===== src/hw/rtl/crs_pkg.sv =====
`default_nettype none
package crs_pkg;
   localparam int RowsPerChunk = 64;
   localparam int MaxRows = 512;
   localparam int MaxWidth = 1024;
   localparam int NumChunks = (MaxRows + RowsPerChunk - 1) / RowsPerChunk;
   localparam int ChunkBits = $clog2(NumChunks);
   localparam int RowBits = $clog2(MaxRows);
   localparam int ColBits = $clog2(MaxWidth);
   localparam int AddrBits = RowBits + ColBits;
   localparam int RowInChunkBits = $clog2(RowsPerChunk);
   localparam int QueueDepth = 2;

   typedef enum logic [2:0] {
      OP_CONFIGURE = 3'd0,
      OP_UNCONFIGURE = 3'd1,
      OP_DISCARD = 3'd2,
      OP_RESIZE = 3'd3,
      OP_WRITE = 3'd4,
      OP_READ = 3'd5
   } opcode_type;

   typedef enum logic [1:0] {
      ST_OK = 2'd0,
      ST_REJECTED = 2'd1,
      ST_NO_DATA = 2'd2
   } status_type;

   typedef struct packed {
      logic [2:0] opcode;
      logic [8:0] row_index;
      logic [9:0] column;
      logic [7:0] pixel_value;
      logic [10:0] new_width;
      logic [9:0] row_count;
   } item_type;

   typedef struct packed {
      logic [1:0] status;
      logic [7:0] read_value;
      logic [3:0] allocated_chunks;
      logic [19:0] allocated_bytes;
   } result_type;
endpackage
`default_nettype wire


===== src/hw/rtl/crs_front.sv =====
`default_nettype none
module crs_front import crs_pkg::*; (
   input wire logic clock,
   input wire logic reset,
   input wire logic in_valid,
   output logic in_ready,
   input wire item_type in_item,
   output logic out_valid,
   input wire logic out_ready,
   output item_type out_item
);
   item_type queue_ff [QueueDepth];
   logic [$clog2(QueueDepth)-1:0] rd_ptr_ff, rd_ptr_in, wr_ptr_ff, wr_ptr_in;
   logic [$clog2(QueueDepth):0] count_ff, count_in;
   logic push, pop;

   assign in_ready = count_ff != QueueDepth[$clog2(QueueDepth):0];
   assign out_valid = count_ff != '0;
   assign out_item = queue_ff[rd_ptr_ff];
   assign push = in_valid && in_ready;
   assign pop = out_valid && out_ready;

   always_comb begin
      wr_ptr_in = push ? wr_ptr_ff + 1'b1 : wr_ptr_ff;
      rd_ptr_in = pop ? rd_ptr_ff + 1'b1 : rd_ptr_ff;
      count_in = count_ff + {{$clog2(QueueDepth){1'b0}}, push}
         - {{$clog2(QueueDepth){1'b0}}, pop};
   end

   always_ff @(posedge clock) begin
      if (push) begin
         queue_ff[wr_ptr_ff] <= in_item;
      end
      if (reset) begin
         rd_ptr_ff <= '0;
         wr_ptr_ff <= '0;
         count_ff <= '0;
      end else begin
         rd_ptr_ff <= rd_ptr_in;
         wr_ptr_ff <= wr_ptr_in;
         count_ff <= count_in;
      end
   end

`ifndef NO_ASSERTIONS
   a_no_overflow: assert property (@(posedge clock) disable iff (reset)
      count_ff <= QueueDepth) else $error("queue overflow");
   a_count_up: assert property (@(posedge clock) disable iff (reset)
      push && !pop |=> count_ff == $past(count_ff) + 1) else $error("count");
   a_pop_nonempty: assert property (@(posedge clock) disable iff (reset)
      count_ff == 0 |-> !out_valid) else $error("empty pop");
`endif
endmodule
`default_nettype wire


===== config.mk =====
export PLATFORM = sky130hd
export DESIGN_NAME = crs_front
export DESIGN_NICKNAME = d
export VERILOG_FILES = /design/src/hw/rtl/crs_pkg.sv /design/src/hw/rtl/crs_front.sv
export SDC_FILE = /design/constraint.sdc
export NUM_CORES = 1
export LEC_CHECK = 0
export ABC_CLOCK_PERIOD_IN_PS = 3200
export BUFFER_PORTS_ARGS = -buffer_cell sky130_fd_sc_hd__clkbuf_2
export CAP_MARGIN = 5
export CORE_MARGIN = 2
export CORE_UTILIZATION = 50
export CTS_CLUSTER_DIAMETER = 60
export DETAILED_ROUTE_END_ITERATION = 12
export PLACE_DENSITY = 0.79
export SETUP_SLACK_MARGIN = 0.1
export SYNTH_ARGS = -nofsm -noshare
export SYNTH_HDL_FRONTEND = slang
export SYNTH_SLANG_ARGS = --single-unit

===== constraint.sdc =====
create_clock -name clock -period 3.2 [get_ports clock]
set_input_delay 0.48 -clock clock [delete_from_list [all_inputs] [get_ports clock]]
set_output_delay 0.48 -clock clock [all_outputs]
set_load 0.03 [all_outputs]

# Word level (Yosys, flattened, before mapping)
# Memory sizes are Yosys's and may differ from the RTL's. A register that Yosys moved wholly into a read port is not among the register bits.
# Index checks and enable logic that the tools add are counted.
# Widths: inputs -> output; s select.
# totals
ff_bits,4
ram_bits,102
inputBits,55
output_inout_bits,53
elab_cells,16
memories,1
# op_classes
n_addsub,4
eq_ne,1
mux,4
n_reduce_logical,3
# memory_table
name,depth,word_bits,rd,rd_clocked_by_memory_dff,wr,line_no,rtl
queue_ff,2,51,1,1,1,crs_front.sv:12,item_type queue_ff [QueueDepth];
# op_table
operator,n
$mux 1,4
$add 1x1->1 const B,2
$add 2x1->2,1
$logic_and 1x1->1,2
$ne 2x2->1 const B,1
$reduce_bool 2->1,1
$sub 2x1->2,1

# Longest topological paths before layout
# logic_depth
depth_word,4
depth_mapped,6
depth_no_buf,6

# Worst setup path after synthesis
# No wires, ideal clock.
# synth_timing
path_kind,register to register
from,register count_ff[0]
to,"memory queue_ff[1][0] (netlist bit), enable pin"
t_arrival_ps,2091
required_ps,2786
path_slack_ps,695
stages_incl_launch_ff,3
path_cell_list,dfxtp_1 > nand2b_1 > and3_1
# synth_between
elab_chain_cells,4
# synth_lines
element,line_no,rtl
"start, declared",crs_front.sv:14,"logic [$clog2(QueueDepth):0] count_ff, count_in;"
"start signal, assigned",crs_front.sv:41,count_ff <= count_in;
$ne 2x2->1,crs_front.sv:17,assign in_ready = count_ff != QueueDepth[$clog2(QueueDepth):0];
named net in_ready,crs_front.sv:6,"output logic in_ready,"
$logic_and 1x1->1,crs_front.sv:20,assign push = in_valid && in_ready;
$mux 1,crs_front.sv:31,if (push) begin
$mux 1 (not written as such),crs_front.sv:32,queue_ff[wr_ptr_ff] <= in_item;
"end, declared",crs_front.sv:12,
# The timed path passes the listed nets, and every way through them passes these cells.

==> impl_metrics.csv <==
group,metric,value,unit
status,outcome,"finished, final reports clean",
synth,syn_inst,188,
final_layout,drive_above_1_share,0.584,
floorplanning,chipHeight,92.6,µm
final_layout,nets,359,
synth,yosysTopAreaCellShare,0.780,
cts,clk_path_buf_depth,2,
sta,fmax,415,MHz
critical_path,worstSetupPathType,"reg -> out",
detailed_routing,drtIter0Drc,59,
critical_path,cp-start-kind,"flip-flop",
global_route,grt_max_degree,52,
cts,insertion_delay,0.35,ns
synth,synth_area,3930,µm²
critical_path,worstPathArrival,1.93,ns
synth,synth_seq_cells,107,
floorplanning,ios,108,
power,power_leakage,0.00182,µW
cts,postCtsSetupRepairBufs,0,
synth,synth.most_common_cell,"edfxtp_1",
cts,clockRootBuffer,"clkbuf_8",
global_route,antenna_found_initial,0,
hold_path,min_path_type,"in -> reg",
placed_design,io_buffers,107,
floorplanning,rows,32,
detailed_routing,firstDrtPassIters,4,
floorplanning,core-area,7650,µm²
global_route,met2_usage,0.259,
final_layout,area_delta_synth_final,22.3,%
synth,async_flop_share,0,
cts,numCtsBuffers,9,
synth,synth_commonest_cells,"edfxtp_1 (102), mux2_2 (51), buf_2 (6)",
sta,finalCritPeriodShare,0.752,
global_route,grt-ovfl-total,0,
sta,rsz0062_at_grt,"no",
detailed_routing,antenna_left,0,
sta,final_max_slew_viol_count,0,
cts,cts_max_level,3,
sta,hold_viol,0,
detailed_routing,wl,6240,µm
global_route,grt_util_met3,0.0342,
placed_design,place_congestion,0.680,
global_route,grtUsageMet1,0.179,
final_layout,fin_util,0.628,
power,vdd_ir_drop_max,0.000422,V
power,power_density,734,nW/µm²
floorplanning,fp.dieW,92.6,µm
synth,synth_area_leaders,"edfxtp_1 (78%), mux2_2 (15%), dfxtp_1 (2.6%), buf_2 (0.77%), nor2_1 (0.48%)",
power,total_power,3520,µW
detailed_routing,wl_per_cell,15.2,µm
cts,cts_resized,0,
global_route,grt_pass1_vias,2004,
floorplanning,fp.dieArea,8570,µm²
synth,synth_warnings,0,
cts,cts_tree,"done",
critical_path,endpoint_kind,"primary output",
final_layout,fillers,576,
placed_design,dpl.hpwl,4080,µm
detailed_routing,vias,2036,
sta,worstMarginPinSlew,0.666,ns
synth,synth_edf_count,102,
sta,setup_viol_count_final,0,
sta,slew_headroom,0.556,
synth,syn-num-nets,244,
sta,fin_skew,0.00913,ns
detailed_routing,route.detailed.drc,0,
cts,cts_hold_buf,0,
global_route,grt_busiest_layer,"met2",
final_layout,antennaDiodeCount,0,
global_route,track_usage,0.151,
critical_path,cp_max_fo,28,
critical_path,crit_required,2.72,ns
synth,ys_seq_area_frac,0.806,
sta,tns,0,ns
cts,path_clk_slew,0.10,ns
sta,fin_crit,2.41,ns
detailed_routing,detail_route.vias_per_cell,4.97,
floorplanning,start_util,0.513,
cts,clock-sinks,107,
synth,synth_top_area_cell,"edfxtp_1",
global_route,grt_pass1_wl,9490,µm
synth,ys.flop_type,"edfxtp_1",
job,maxCapViolations,0,
synth,avgSynthCellArea,20.9,µm²
synth,synth_cell_type_count,22,
[power by group]
group	total, µW	leakage (µW)	switching, µW	internal [µW]
logic	966	0.000729	610	356
clock network	781	0.0000947	422	359
registers	1780	0.000996	75.2	1700
[worst max-delay path, cell delays in order, from the launching register on]
cell	delay [ns]
dfxtp_2	0.73
buf_12	0.27
mux2_2	0.36
clkbuf_2	0.18
[registers in the layout (all words and copies together) (netlist names), named ones only]
| register | count |
|---|---|
| queue_ff | 102 |
| wr_ptr_ff | 1 |
| rd_ptr_ff | 1 |
| count_ff | 2 |
[worst paths after layout]
check	from	endpoint	slack (ns)	cells past startpoint
setup / recovery	flip-flop	out_item[26]	0.79	3
hold / removal	in_item[7]	queue_ff[1][7]	0.30	1
setup reg to reg	count_ff[0]	queue_ff[1][8]	1.32	3
hold reg to reg	rd_ptr_ff	flip-flop	0.52	2
[cells in the final DEF (no fill, tap or decap), drive strengths merged]
master	count
clkinv	4
nor2b	2
inv	2
and3	1
o21ai	2
or2	1
clkinvlp	1
buf	3
a32oi	1
nand3b	1
nand2b	1
xor2	1
and2b	1
edfxtp	102
clkbuf	116
mux2	52
a211oi	1
nand3	1
ha	1
bufinv	1
a21bo	2
dfxtp	5
a21oi	1
nor2	5
[per-stage QoR]
step | instance area, µm² | hold WS (ns) | instances | setup WS (ns)
after floorplan | 3930 | 0.472 | 188 | 0.695
after global placement | 4610 | 0.485 | 394 | 1.16
after detailed placement | 4610 | 0.498 | 394 | 1.14
after CTS | 4800 | 0.286 | 410 | 0.720
after global routing | 4800 | 0.287 | 410 | 0.683
final | 4800 | 0.304 | 410 | 0.793
[layer usage]
metal | part of all wire | routed length (µm) | up-vias
li1 | - | - | 970
met1 | 0.41 | 2580 | 998
met2 | 0.52 | 3240 | 60
met3 | 0.050 | 312 | 8
met4 | 0.017 | 106 | 0
met5 | 0 | 0 | -
[cell type report]
cell class	instances	area (µm²)	share of cell area
Timing Repair Buffer	110	583	0.121
Tap cell	102	128	0.0266
Sequential cell	107	3160	0.659
Clock inverter	7	67.6	0.0141
Inverter	1	3.75	0.000782
Multi-Input combinational cell	74	729	0.152
Clock buffer	9	124	0.0258
[cell families (layout without fill, tap and decap cells)]
family                     count (synthesis)  in the layout  share of synthesized area
buffers and inverters                      7            127                    0.00861
xor gates and xnor gates                   1              1                    0.00223
DFF                                      107            107                      0.806
and+or+nand+nor                           13             13                     0.0179
AOI/OAI and AO/OA                          7              7                     0.0131
muxes                                     52             52                      0.149
adders and majority gates                  1              1                    0.00319
No activity file was read; power rests on OpenSTA's default activity.
